$ cat src/design/bb3_pkg.sv
// shared constants, codes and types of the 3x3 box blur
`default_nettype none

package bb3_pkg;

  // pixel and register widths
  localparam int PIX_W      = 8;
  localparam int CFG_W      = 13;
  localparam int CFG_IDX_W  = 2;
  localparam int ROW_W      = 12;

  // configuration register indexes
  localparam logic [CFG_IDX_W-1:0] CFG_IMAGE_WIDTH  = 2'd0;
  localparam logic [CFG_IDX_W-1:0] CFG_IMAGE_HEIGHT = 2'd1;

  // frame geometry
  localparam int DEF_MAX_WIDTH = 4096;
  localparam int HEIGHT_LIMIT  = 4096;
  localparam int RESET_SIZE    = 512;

  // divide by nine as multiply by a reciprocal and shift
  localparam int SUM_W       = 12;
  localparam int RECIP_W     = 13;
  localparam int RECIP_SHIFT = 16;
  localparam logic [RECIP_W-1:0] RECIP_9 = 13'd7282;
  localparam int PROD_W      = SUM_W + RECIP_W;

  // depth of the queue between front and back
  localparam int QUEUE_DEPTH = 2;

  // operation kinds handed from front to back
  localparam int OP_W = 2;
  localparam logic [OP_W-1:0] OP_PIX   = 2'd0;
  localparam logic [OP_W-1:0] OP_UPPER = 2'd1;
  localparam logic [OP_W-1:0] OP_LOWER = 2'd2;

  // one classified operation
  typedef struct packed {
    logic [OP_W-1:0]  kind;
    logic [PIX_W-1:0] pix;
    logic             produce;
    logic             use_sum;
    logic             last;
  } op_t;

endpackage

`default_nettype wire

$ cat src/design/bb3_queue.sv
// small register queue between front and back
`default_nettype none

module bb3_queue import bb3_pkg::*; #(
  parameter int  DW    = 8,
  parameter int  DEPTH = QUEUE_DEPTH,
  localparam int PW    = (DEPTH > 1) ? $clog2(DEPTH) : 1,
  localparam int CW    = $clog2(DEPTH + 1)
) (
  input  logic          clk,
  input  logic          rst_n,
  input  logic          push,
  input  logic [DW-1:0] push_data,
  output logic          full,
  input  logic          pop,
  output logic          head_valid,
  output logic [DW-1:0] head_data
);

  logic [DW-1:0] slot_r [DEPTH];
  logic [PW-1:0] wr_ptr_r, wr_ptr_nxt;
  logic [PW-1:0] rd_ptr_r, rd_ptr_nxt;
  logic [CW-1:0] cnt_r, cnt_nxt;
  logic          do_push, do_pop;

  assign full       = (cnt_r == CW'(DEPTH));
  assign head_valid = (cnt_r != '0);
  assign head_data  = slot_r[rd_ptr_r];
  assign do_push    = push && !full;
  assign do_pop     = pop && head_valid;

  // pointer and fill count update
  always_comb begin
    wr_ptr_nxt = wr_ptr_r;
    rd_ptr_nxt = rd_ptr_r;
    cnt_nxt    = cnt_r;
    if (do_push) begin
      wr_ptr_nxt = (wr_ptr_r == PW'(DEPTH - 1)) ? '0 : wr_ptr_r + PW'(1);
    end
    if (do_pop) begin
      rd_ptr_nxt = (rd_ptr_r == PW'(DEPTH - 1)) ? '0 : rd_ptr_r + PW'(1);
    end
    if (do_push && !do_pop) begin
      cnt_nxt = cnt_r + CW'(1);
    end else if (do_pop && !do_push) begin
      cnt_nxt = cnt_r - CW'(1);
    end
  end

  always_ff @(posedge clk) begin
    if (!rst_n) begin
      wr_ptr_r <= '0;
      rd_ptr_r <= '0;
      cnt_r    <= '0;
    end else begin
      wr_ptr_r <= wr_ptr_nxt;
      rd_ptr_r <= rd_ptr_nxt;
      cnt_r    <= cnt_nxt;
    end
  end

  // payload slots
  always_ff @(posedge clk) begin
    if (do_push) begin
      slot_r[wr_ptr_r] <= push_data;
    end
  end

endmodule

`default_nettype wire

$ cat config.mk
export PLATFORM = sky130hd
export DESIGN_NAME = bb3_queue
export DESIGN_NICKNAME = d
export VERILOG_FILES = /design/src/design/bb3_pkg.sv /design/src/design/bb3_queue.sv
export SDC_FILE = /design/constraint.sdc
export NUM_CORES = 1
export LEC_CHECK = 0
export ABC_AREA = 1
export BUFFER_PORTS_ARGS = -buffer_cell sky130_fd_sc_hd__buf_2
export CAP_MARGIN = 20
export CORE_UTILIZATION = 40
export CTS_CLUSTER_SIZE = 40
export DETAILED_ROUTE_END_ITERATION = 6
export PLACE_DENSITY = 0.71
export SYNTH_ARGS = -nofsm -noshare
export SYNTH_HDL_FRONTEND = slang
export SYNTH_SLANG_ARGS = --single-unit
$ cat constraint.sdc
create_clock -name clk -period 1.6 [get_ports clk]
set_input_delay 0.24 -clock clk [delete_from_list [all_inputs] [get_ports clk]]
set_output_delay 0.24 -clock clk [all_outputs]
set_load 0.03 [all_outputs]
==> flow_summary.json <==
{
  "layout-drive-gt1-share": 0.443,
  "antenna_left": 0,
  "ys_seq_elements": 21,
  "die_h_um": 47.4,
  "ys_seq_area_frac": 0.704,
  "grt_pass1_wl_mm": 1.99,
  "synth_common_cells": "edfxtp_1, nor2_1, mux2_2, inv_1, nand2_1",
  "clock_skew_ns": 0.00104,
  "syn_inst": 62,
  "num_rows": 16,
  "drt_first_pass_iters": 4,
  "start_util": 0.425,
  "via_count": 524,
  "async_flop_share": 0,
  "clk_latency_ns": 0.28,
  "finalCritPeriodShare": 0.946,
  "synth.net_count": 75,
  "hold_start": "push_data[3]",
  "cts_sinks": 21,
  "track_usage": 0.132,
  "final_cell_count_no_fill": 115,
  "rsz0062_at_grt": "false",
  "max_freq_mhz": 661,
  "h-tree-depth": 1,
  "grt_max_degree": 12,
  "grt_pass1_vias": 491,
  "required_ns": 1.36,
  "wl_per_cell_um": 11.0,
  "setup_slack_ns": 0.0861,
  "reg2reg_setup_slack_ns": 0.19,
  "synth_top_area_share": 0.583,
  "maxSlewViolCount": 0,
  "finalSetupTns_ns": 0,
  "whs_endpoint": "slot_r[0][3]",
  "worstSetupPathType": "reg -> out",
  "dp_slack_ns": 0.203,
  "crit_arrival_ns": 1.27,
  "tritoncts": "done",
  "numCtsBuffers": 3,
  "crit_fanout": 8,
  "dieWidth_um": 47.4,
  "gp_congestion": 0.721,
  "power_leakage_nw": 0.419,
  "holdCritPathClass": "in -> reg",
  "power_mw": 1.59,
  "ios": 22,
  "finalNetCount": 102,
  "hold_depth": 1,
  "period_minus_slack_ns": 1.51,
  "viasPerCell": 4.56,
  "max-vdd-ir-drop_uv": 1030,
  "n_antenna_cell": 0,
  "synthMostInstantiatedCell": "edfxtp_1",
  "netlist_area_um2": 825,
  "yosysWarnings": 0,
  "overflow": 0,
  "critical_path.endpoint_type": "output pin",
  "status": "complete, no violations",
  "maxCapViolCount": 0,
  "coreArea_mm2": 0.00194,
  "clockBufferDepth": 2,
  "rr_endpoint": "cnt_r[1]",
  "regToRegStartpoint": "cnt_r[1]",
  "clk_pin_slew_ns": 0.10,
  "drt_iter0_markers": 14,
  "cts_root_buf": "clkbuf_4",
  "r2r.worst_path.cells": 9,
  "dp_cells": 111,
  "syn_area_per_cell_um2": 13.3,
  "final_hold_viol_count": 0,
  "antenna_found_initial": 0,
  "tightest_slew_ns": 0.254,
  "place.port_buffers": 21,
  "hpwl_um": 959,
  "slew_headroom": 0.830,
  "synth_area_leader_cell": "edfxtp_1",
  "finalSetupViolCount": 0,
  "ys_types": 16,
  "power_density_mw_per_mm2": 1590,
  "ys_top_cells_by_area": "edfxtp_1, dfxtp_1, mux2_2",
  "startpoint_type": "flip-flop",
  "routed_wirelength_mm": 1.27,
  "synth_top_flop_cell": "edfxtp_1",
  "dieArea_mm2": 0.00225,
  "synth_edf_count": 16,
  "drc": 0,
  "syn_to_final_growth_pct": 21.4
}
[kinds of logic (layout without fill, tap and decap cells)]
group           Yosys count  in the layout  share of synthesized area
fa+ha+maj                 1              1                     0.0152
simple gates             18             18                     0.0895
mux                       8              8                      0.109
compound gates            5              5                     0.0395
buf+inv                   9             35                     0.0425
flops                    21             21                      0.704
[power breakdown]
group          internal, mW  leakage (nW)  total [mW]  switching, mW
Combinational         0.212         0.213       0.589          0.378
Clock                0.0968        0.0150       0.233          0.136
Sequential            0.697         0.191       0.768         0.0706
Total                  1.01         0.419        1.59          0.585
[cell usage in the layout, fill, tap and decap left out, types with 2 or more instances in the layout]
cell type	n
dfxtp_1	4
inv_1	7
o21ai_0	2
buf_4	2
clkbuf_4	3
nand2_1	6
mux2_2	8
edfxtp_1	16
nor2_1	9
buf_2	21
[worst max path at each step]
stage,from,to,slack (ns),cells after the start
detailed placement,cnt_r[1],cnt_r[1],0.20,9
CTS,flip-flop,head_data[1],0.07,2
floorplan,cnt_r[0],cnt_r[1],0.32,8
finish,flip-flop,head_data[1],0.09,2
global route,cnt_r[1],cnt_r[0],0.002,7
global placement,cnt_r[1],cnt_r[1],0.26,9
[cell type report]
type,instances,area (um2)
Timing Repair Buffer,23,120
Inverter,8,30.0
Sequential cell,21,582
Multi-Input combinational cell,32,209
Clock buffer,4,26.3
Fill cell,189,941
Tap cell,27,33.8
[worst max-delay path: stages (launching register included)]
cell and delay [ns]:
dfxtp_2 0.45, mux2_2 0.36, buf_2 0.18
[flip-flops by register name, indices dropped and copies added (netlist names), named ones only]
name and flops:
cnt_r 2, wr_ptr_r 1, rd_ptr_r 1, slot_r 16
[metrics by stage]
step            util  area (um2)  hold slack (ns)
2_1_floorplan      -         825            0.339
3_3_place_gp   0.501         973            0.428
3_5_place_dp   0.501         973            0.437
4_1_cts        0.515        1000            0.127
5_1_grt        0.515        1000            0.122
6_report       0.515        1000            0.139
[what timing repair did]
action / 4_1_cts / 5_1_grt
setup endpoints to repair: 8 / 0
endpoints found under the hold margin: 0 / 0
hold buffers: 0 / 0
gates resized for setup: 1 / 0
buffers inserted: 0 / 0
[metal layers]
layer,up-vias,GRT usage,part of all wire,wire (um)
met2,16,0.225,0.51,648
li1,266,-,-,-
met5,-,0,0,0
met1,240,0.154,0.41,523
met4,0,0.0571,0.013,16
met3,2,0.0385,0.063,80
Note: power is estimated with default switching activity, not from simulation.
