## src/design/bb3_pkg.sv

```systemverilog
// shared constants, codes and types of the 3x3 box blur
`default_nettype none

package bb3_pkg;

  // pixel and register widths
  localparam int PIX_W      = 8;
  localparam int CFG_W      = 13;
  localparam int CFG_IDX_W  = 2;
  localparam int ROW_W      = 12;

  // configuration register indexes
  localparam logic [CFG_IDX_W-1:0] CFG_IMAGE_WIDTH  = 2'd0;
  localparam logic [CFG_IDX_W-1:0] CFG_IMAGE_HEIGHT = 2'd1;

  // frame geometry
  localparam int DEF_MAX_WIDTH = 4096;
  localparam int HEIGHT_LIMIT  = 4096;
  localparam int RESET_SIZE    = 512;

  // divide by nine as multiply by a reciprocal and shift
  localparam int SUM_W       = 12;
  localparam int RECIP_W     = 13;
  localparam int RECIP_SHIFT = 16;
  localparam logic [RECIP_W-1:0] RECIP_9 = 13'd7282;
  localparam int PROD_W      = SUM_W + RECIP_W;

  // depth of the queue between front and back
  localparam int QUEUE_DEPTH = 2;

  // operation kinds handed from front to back
  localparam int OP_W = 2;
  localparam logic [OP_W-1:0] OP_PIX   = 2'd0;
  localparam logic [OP_W-1:0] OP_UPPER = 2'd1;
  localparam logic [OP_W-1:0] OP_LOWER = 2'd2;

  // one classified operation
  typedef struct packed {
    logic [OP_W-1:0]  kind;
    logic [PIX_W-1:0] pix;
    logic             produce;
    logic             use_sum;
    logic             last;
  } op_t;

endpackage

`default_nettype wire

```

## src/design/bb3_front.sv

```systemverilog
// front end: frame geometry registers, position tracking and classification
`default_nettype none

module bb3_front import bb3_pkg::*; #(
  parameter int  MAX_WIDTH = DEF_MAX_WIDTH,
  localparam int AW        = $clog2(MAX_WIDTH)
) (
  input  logic                 clk,
  input  logic                 rst_n,
  input  logic                 cfg_we,
  input  logic [CFG_IDX_W-1:0] cfg_index,
  input  logic [CFG_W-1:0]     cfg_wdata,
  input  logic                 accept,
  input  logic                 action,
  input  logic [PIX_W-1:0]     pixel,
  output logic                 push,
  output logic [AW-1:0]        push_addr,
  output op_t                  push_op
);

  localparam int W_RST = ((RESET_SIZE < MAX_WIDTH) ? RESET_SIZE : MAX_WIDTH) - 1;
  localparam int H_RST = RESET_SIZE - 1;

  logic [AW-1:0]    wlast_r, wlast_nxt;
  logic [ROW_W-1:0] hlast_r, hlast_nxt;
  logic [AW-1:0]    col_r, col_nxt;
  logic [ROW_W-1:0] row_r, row_nxt;
  logic             all_in_r, all_in_nxt;
  logic             up_pend_r, up_pend_nxt;
  logic             restart;

  // classify the transfer and advance the frame position
  always_comb begin
    col_nxt          = col_r;
    row_nxt          = row_r;
    all_in_nxt       = all_in_r;
    up_pend_nxt      = up_pend_r;
    wlast_nxt        = wlast_r;
    hlast_nxt        = hlast_r;
    restart          = 1'b0;
    push             = 1'b0;
    push_addr        = col_r;
    push_op.kind     = OP_PIX;
    push_op.pix      = pixel;
    push_op.produce  = (row_r > ROW_W'(1)) || ((row_r == ROW_W'(1)) && (col_r != '0));
    push_op.use_sum  = (row_r > ROW_W'(1)) && (col_r > AW'(1));
    push_op.last     = 1'b0;

    if (accept) begin
      if (action) begin
        // flush tick: drain one pending result once the frame is in
        if (all_in_r) begin
          push = 1'b1;
          if (up_pend_r) begin
            push_op.kind = OP_UPPER;
            push_addr    = wlast_r;
            up_pend_nxt  = 1'b0;
          end else begin
            push_op.kind = OP_LOWER;
            push_op.last = (col_r == wlast_r);
            if (col_r == wlast_r) begin
              restart = 1'b1;
            end else begin
              col_nxt = col_r + AW'(1);
            end
          end
        end
      end else if (!all_in_r) begin
        // new pixel of the frame
        push = 1'b1;
        if (col_r == wlast_r) begin
          col_nxt = '0;
          if (row_r == hlast_r) begin
            row_nxt     = '0;
            all_in_nxt  = 1'b1;
            up_pend_nxt = (hlast_r != '0);
          end else begin
            row_nxt = row_r + ROW_W'(1);
          end
        end else begin
          col_nxt = col_r + AW'(1);
        end
      end
    end

    // register writes, clamped to the legal range
    if (cfg_we) begin
      case (cfg_index)
        CFG_IMAGE_WIDTH: begin
          restart = 1'b1;
          if (cfg_wdata == '0) begin
            wlast_nxt = '0;
          end else if (32'(cfg_wdata) > MAX_WIDTH) begin
            wlast_nxt = AW'(MAX_WIDTH - 1);
          end else begin
            wlast_nxt = AW'(cfg_wdata - CFG_W'(1));
          end
        end
        CFG_IMAGE_HEIGHT: begin
          restart = 1'b1;
          if (cfg_wdata == '0) begin
            hlast_nxt = '0;
          end else if (32'(cfg_wdata) > HEIGHT_LIMIT) begin
            hlast_nxt = ROW_W'(HEIGHT_LIMIT - 1);
          end else begin
            hlast_nxt = ROW_W'(cfg_wdata - CFG_W'(1));
          end
        end
        default: ;
      endcase
    end

    // back to the first pixel of a new frame
    if (restart) begin
      col_nxt     = '0;
      row_nxt     = '0;
      all_in_nxt  = 1'b0;
      up_pend_nxt = 1'b0;
    end
  end

  // state registers
  always_ff @(posedge clk) begin
    if (!rst_n) begin
      wlast_r   <= AW'(W_RST);
      hlast_r   <= ROW_W'(H_RST);
      col_r     <= '0;
      row_r     <= '0;
      all_in_r  <= 1'b0;
      up_pend_r <= 1'b0;
    end else begin
      wlast_r   <= wlast_nxt;
      hlast_r   <= hlast_nxt;
      col_r     <= col_nxt;
      row_r     <= row_nxt;
      all_in_r  <= all_in_nxt;
      up_pend_r <= up_pend_nxt;
    end
  end

endmodule

`default_nettype wire

```

## config.mk

```make
export PLATFORM = sky130hd
export DESIGN_NAME = bb3_front
export DESIGN_NICKNAME = d
export VERILOG_FILES = /design/src/design/bb3_pkg.sv /design/src/design/bb3_front.sv
export SDC_FILE = /design/constraint.sdc
export NUM_CORES = 1
export LEC_CHECK = 0
export ABC_AREA = 1
export ABC_CLOCK_PERIOD_IN_PS = 1700
export BUFFER_PORTS_ARGS = -buffer_cell sky130_fd_sc_hd__clkbuf_2
export CORE_MARGIN = 5
export CORE_UTILIZATION = 53
export CTS_CLUSTER_DIAMETER = 200
export DETAILED_ROUTE_END_ITERATION = 10
export GPL_TIMING_DRIVEN = 0
export PLACE_DENSITY_LB_ADDON = 0.3
export RECOVER_POWER = 50
export SYNTH_ARGS = -nofsm -noshare
export SYNTH_HDL_FRONTEND = slang
export SYNTH_SLANG_ARGS = --single-unit
```

## constraint.sdc

```tcl
create_clock -name clk -period 1.7 [get_ports clk]
set_input_delay 0.085 -clock clk [delete_from_list [all_inputs] [get_ports clk]]
set_output_delay 0.085 -clock clk [all_outputs]
set_load 0.005 [all_outputs]
```

==> summary by stage <==
Timing
Headroom to the max-slew limit came out at between 70% and 80%. The final critical path takes up 103% of the cycle. At the pin with the least slew margin, the transition time is approximately 430 ps. The clock skew is 14.9 ps. Setup violations remaining at the end of the flow were counted as 4. The maximum operating frequency is 571 MHz. Setup repair after global routing could not meet its margin everywhere. The final-report hold violation count is 0. The number of slew-limit violations in the final report is 0. The final worst setup slack is -50.1 ps. The routed design could run at a clock period as short as 1750 ps.

Power
For this design the total switching power over the nets is 0.000698 W. The switching portion of total power is 28.2%. For this design the ratio of total power to cell area is around 520 nW/um2. The clock power share is 35.9%. The proportion of power drawn by combinational gates is 14.4%. The maximum VDD drop is 0.354 mV. The reported leakage power is 2.33 nW.

Sequential cells burn 49.7% of the power. The cell internal power dissipation is around 0.0018 W.

Clocking
The H-tree depth is 2. The number of buffers created by CTS is 5. The CTS tree is built. After clock tree synthesis, the clock-pin slew on the worst setup and hold paths is 110 ps.

The cts-stage hold buffer count is 0. The clock sink total is 50. For the worst-skew pair, the clock arrives at the later sink with an insertion delay of 330 ps. CTS placed an instance of sky130_fd_sc_hd__clkbuf_8 at the clock tree root. The number of buffers between clock root and the deepest sink is 2.

GRT
Entering global routing, the biggest net connects 17 pins. The via count of the first global-routing pass was between 3000 and 4000. The global-route usage over all layers is approximately 23%. The initial antenna violation count is 0. The first global-routing pass estimated roughly 17000 um of wire. After global routing the overflow that remains totals 0.

Run status
The final reports fail on negative setup slack. The run finished, with violations left.

Critical path
Counting buffers and inverters, the worst setup path is 9 cells deep. STA classifies the critical path startpoint as a flop. The required time at the worst-slack endpoint is roughly 2000 ps. Of all nets on the critical path, the largest fanout is 4. The count of buffer and inverter cells on the critical path is 2.

The cell at the slowest stage of the critical path is sky130_fd_sc_hd__dfxtp_2. The largest stage delay on the critical path is about 360 ps. The family of cells with the greatest summed delay on the critical path is simple AND/OR/NAND/NOR gates.

The number of cells traversed by the worst register-to-register path is 9. The critical path class is flop to flop. The critical path arrival is just over 2000 ps.

The type of element capturing the critical path is a flop. The signal on the critical path passes through xnor2_1, nand2_1, nor2_4, nand3_4, buf_6, nor3_4, clkbuf_16, nand2_4, a21oi_2.

Placement
The number of placed cells counting well taps is 766. Detailed placement finished with a half-perimeter wire length of 7740 um. The cell area after placement is between 4000 and 5000 um2. At the end of routability-driven placement, the weighted congestion stood at ~0.91. Port buffering added 45 buffers.

Final layout
The leading cell type in the layout, fill and taps excluded is sky130_fd_sc_hd__nand2_1. Leaving out filler cells and counting taps, the final layout contains about 800. The top cell types in the final layout, fill and taps aside, are sky130_fd_sc_hd__nand2_1 (190), sky130_fd_sc_hd__nand3_1 (61), sky130_fd_sc_hd__inv_1 (60). The number of diodes is 0. The final core utilization is 69.8%.

The share of final-layout standard cells stronger than drive strength 1 is roughly 30%. Summing all non-filler instances in the final layout gives an area of 4800 um2. The number of nets in the layout is 737.

Fill cells in the final layout number 580. Compared with the post-synthesis result, the final layout area differs by 27.0%.

Die
The die covers 8920 um2. 54 I/O pins were placed. In this run the horizontal extent of the chip is 94.4 um. The floorplan has 30 rows. The die is 94.4 um tall. The core box area is 6870 um2. Once the floorplan was initialized, standard cells occupied 55.0% of the core.

Synthesis
The count of synthesis-stage warnings from yosys is 0. The synthesized net count is between 600 and 700. Sequential cells were found to cover 26.5% of the synthesized design area. The number of instances in the synthesized netlist is approximately 630.

After synthesis the netlist holds a flip-flop and latch count of 50. The average instance area after synthesis is 6.04 um2. The number of different library cells used by synthesis comes to 32. The post-synth design cell area is 3780 um2.

Route
The average detailed-routed wire length per instance is 14.0 um. The detailed-router iteration count before antenna repair is 5. After detailed routing, the number of remaining DRC violations is 0.

The number of nets with antenna violations after routing is 0. The routed layout has roughly 4300 vias. The routed design has 11100 um of wire.

In the routed layout, each cell is associated on average with a via count of 5.35. After the first detailed-routing iteration, the DRC count stood at 350.

Job
The count of max-cap constraint violations is 0.

Worst hold path
The count of cells along the worst hold path is 3. The worst hold path belongs to the class input port to flop.
==> timing repair <==
| action | 4_1_cts | 5_1_grt |
|---|---|---|
| setup buffers | 7 | 21 |
| gates cloned | 0 | 1 |
| hold endpoints to repair | 0 | 0 |
| pin swaps | 5 | 41 |
| resized for setup | 32 | 98 |
| setup endpoints to repair | 40 | 40 |
==> cells in the mapped netlist <==
cell type | n | share of area, %
sky130_fd_sc_hd__nor2_1 | 44 | 4.4
sky130_fd_sc_hd__buf_2 | 3 | 0.40
sky130_fd_sc_hd__clkbuf_2 | 6 | 0.79
sky130_fd_sc_hd__nor2_2 | 2 | 0.33
sky130_fd_sc_hd__nand3_1 | 65 | 8.6
sky130_fd_sc_hd__dfxtp_1 | 50 | 26
sky130_fd_sc_hd__o21bai_1 | 1 | 0.20
sky130_fd_sc_hd__nor3_1 | 8 | 1.1
sky130_fd_sc_hd__buf_1 | 1 | 0.099
sky130_fd_sc_hd__buf_4 | 10 | 2.0
sky130_fd_sc_hd__o211ai_1 | 9 | 1.8
sky130_fd_sc_hd__nor3_4 | 1 | 0.43
sky130_fd_sc_hd__inv_2 | 10 | 0.99
sky130_fd_sc_hd__xnor2_1 | 17 | 3.9
sky130_fd_sc_hd__a21oi_2 | 2 | 0.46
sky130_fd_sc_hd__nand3_2 | 2 | 0.53
sky130_fd_sc_hd__or2_2 | 1 | 0.17
sky130_fd_sc_hd__nand4_1 | 9 | 1.5
sky130_fd_sc_hd__o211a_1 | 1 | 0.26
sky130_fd_sc_hd__a21oi_1 | 27 | 3.6
sky130_fd_sc_hd__buf_6 | 6 | 1.8
sky130_fd_sc_hd__nand2_1 | 212 | 21
sky130_fd_sc_hd__xor2_1 | 11 | 2.6
sky130_fd_sc_hd__nand2_2 | 4 | 0.66
sky130_fd_sc_hd__o21ai_0 | 28 | 3.7
sky130_fd_sc_hd__nor2_4 | 1 | 0.30
sky130_fd_sc_hd__ha_1 | 9 | 3.0
sky130_fd_sc_hd__inv_1 | 70 | 7.0
sky130_fd_sc_hd__clkbuf_1 | 7 | 0.70
sky130_fd_sc_hd__nor4_1 | 6 | 0.99
sky130_fd_sc_hd__a21boi_0 | 1 | 0.20
sky130_fd_sc_hd__clkinv_1 | 1 | 0.099
==> final timing paths <==
check	to	slack [ps]	start
max	row_r[10]$_SDFFE_PP0P_	-50	col_r[11]$_SDFFE_PP0P_
min	all_in_r$_SDFFE_PP0P_	60	accept
max reg2reg	row_r[10]$_SDFFE_PP0P_	-50	col_r[11]$_SDFFE_PP0P_
min reg2reg	col_r[8]$_SDFFE_PP0P_	510	col_r[8]$_SDFFE_PP0P_
==> area by class of cell <==
type	count	area, um2	share of cell area, %
clock inverters	3	43.8	0.913
multi-input cells	461	2520	52.6
well taps	96	120	2.50
inverters	81	325	6.78
plain buffers	27	184	3.83
flip-flops and latches	50	1060	22.1
repair buffers	74	474	9.89
clock buffers	5	68.8	1.43
==> flip-flops by register name (all words and copies together), names as in the netlist <==
name	count
all_in_r	1
col_r	12
hlast_r	12
row_r	12
up_pend_r	1
wlast_r	12
==> routing by layer <==
metal | GRT usage (%) | wire length (um) | up-vias
met1 | 29.4 | 4770 | 1972
li1 | - | - | 2120
met3 | 4.78 | 692 | 26
met5 | 0 | 0 | -
met2 | 39.1 | 5490 | 143
met4 | 6.62 | 183 | 0
==> cells by family after synthesis <==
family | share of synthesized area, %
xor gates and xnor gates | 6.49
and+or+nand+nor | 40.0
adders and majority gates | 2.98
DFF | 26.5
buffers and inverters | 13.8
AOI/OAI and AO/OA | 10.2
==> per-stage QoR <==
step                hold slack (ps)  power, W  setup TNS (ps)  worst slack (ps)
floorplan                       223   0.00147               0              3.65
global placement                341   0.00156           -5500              -327
detailed placement              340   0.00157           -6710              -383
CTS                            59.7   0.00244               0              6.14
global route                   80.1   0.00257           -1240              -114
finish                         58.8   0.00247            -133             -50.1
==> power groups by stage <==
stage	registers [W]	clock network (W)	logic, W
global placement	0.00126	0	0.000301
finish	0.00123	0.000887	0.000357
CTS	0.00123	0.000885	0.000325
detailed placement	0.00126	0	0.000307
floorplan	0.00125	0	0.000211
global route	0.00123	0.000947	0.000393
==> worst min-delay path: stages <==
cell and delay (ps):
sky130_fd_sc_hd__clkbuf_2 130, sky130_fd_sc_hd__nand3_1 90, sky130_fd_sc_hd__a21oi_1 50
(Power assumes the default switching activity.)
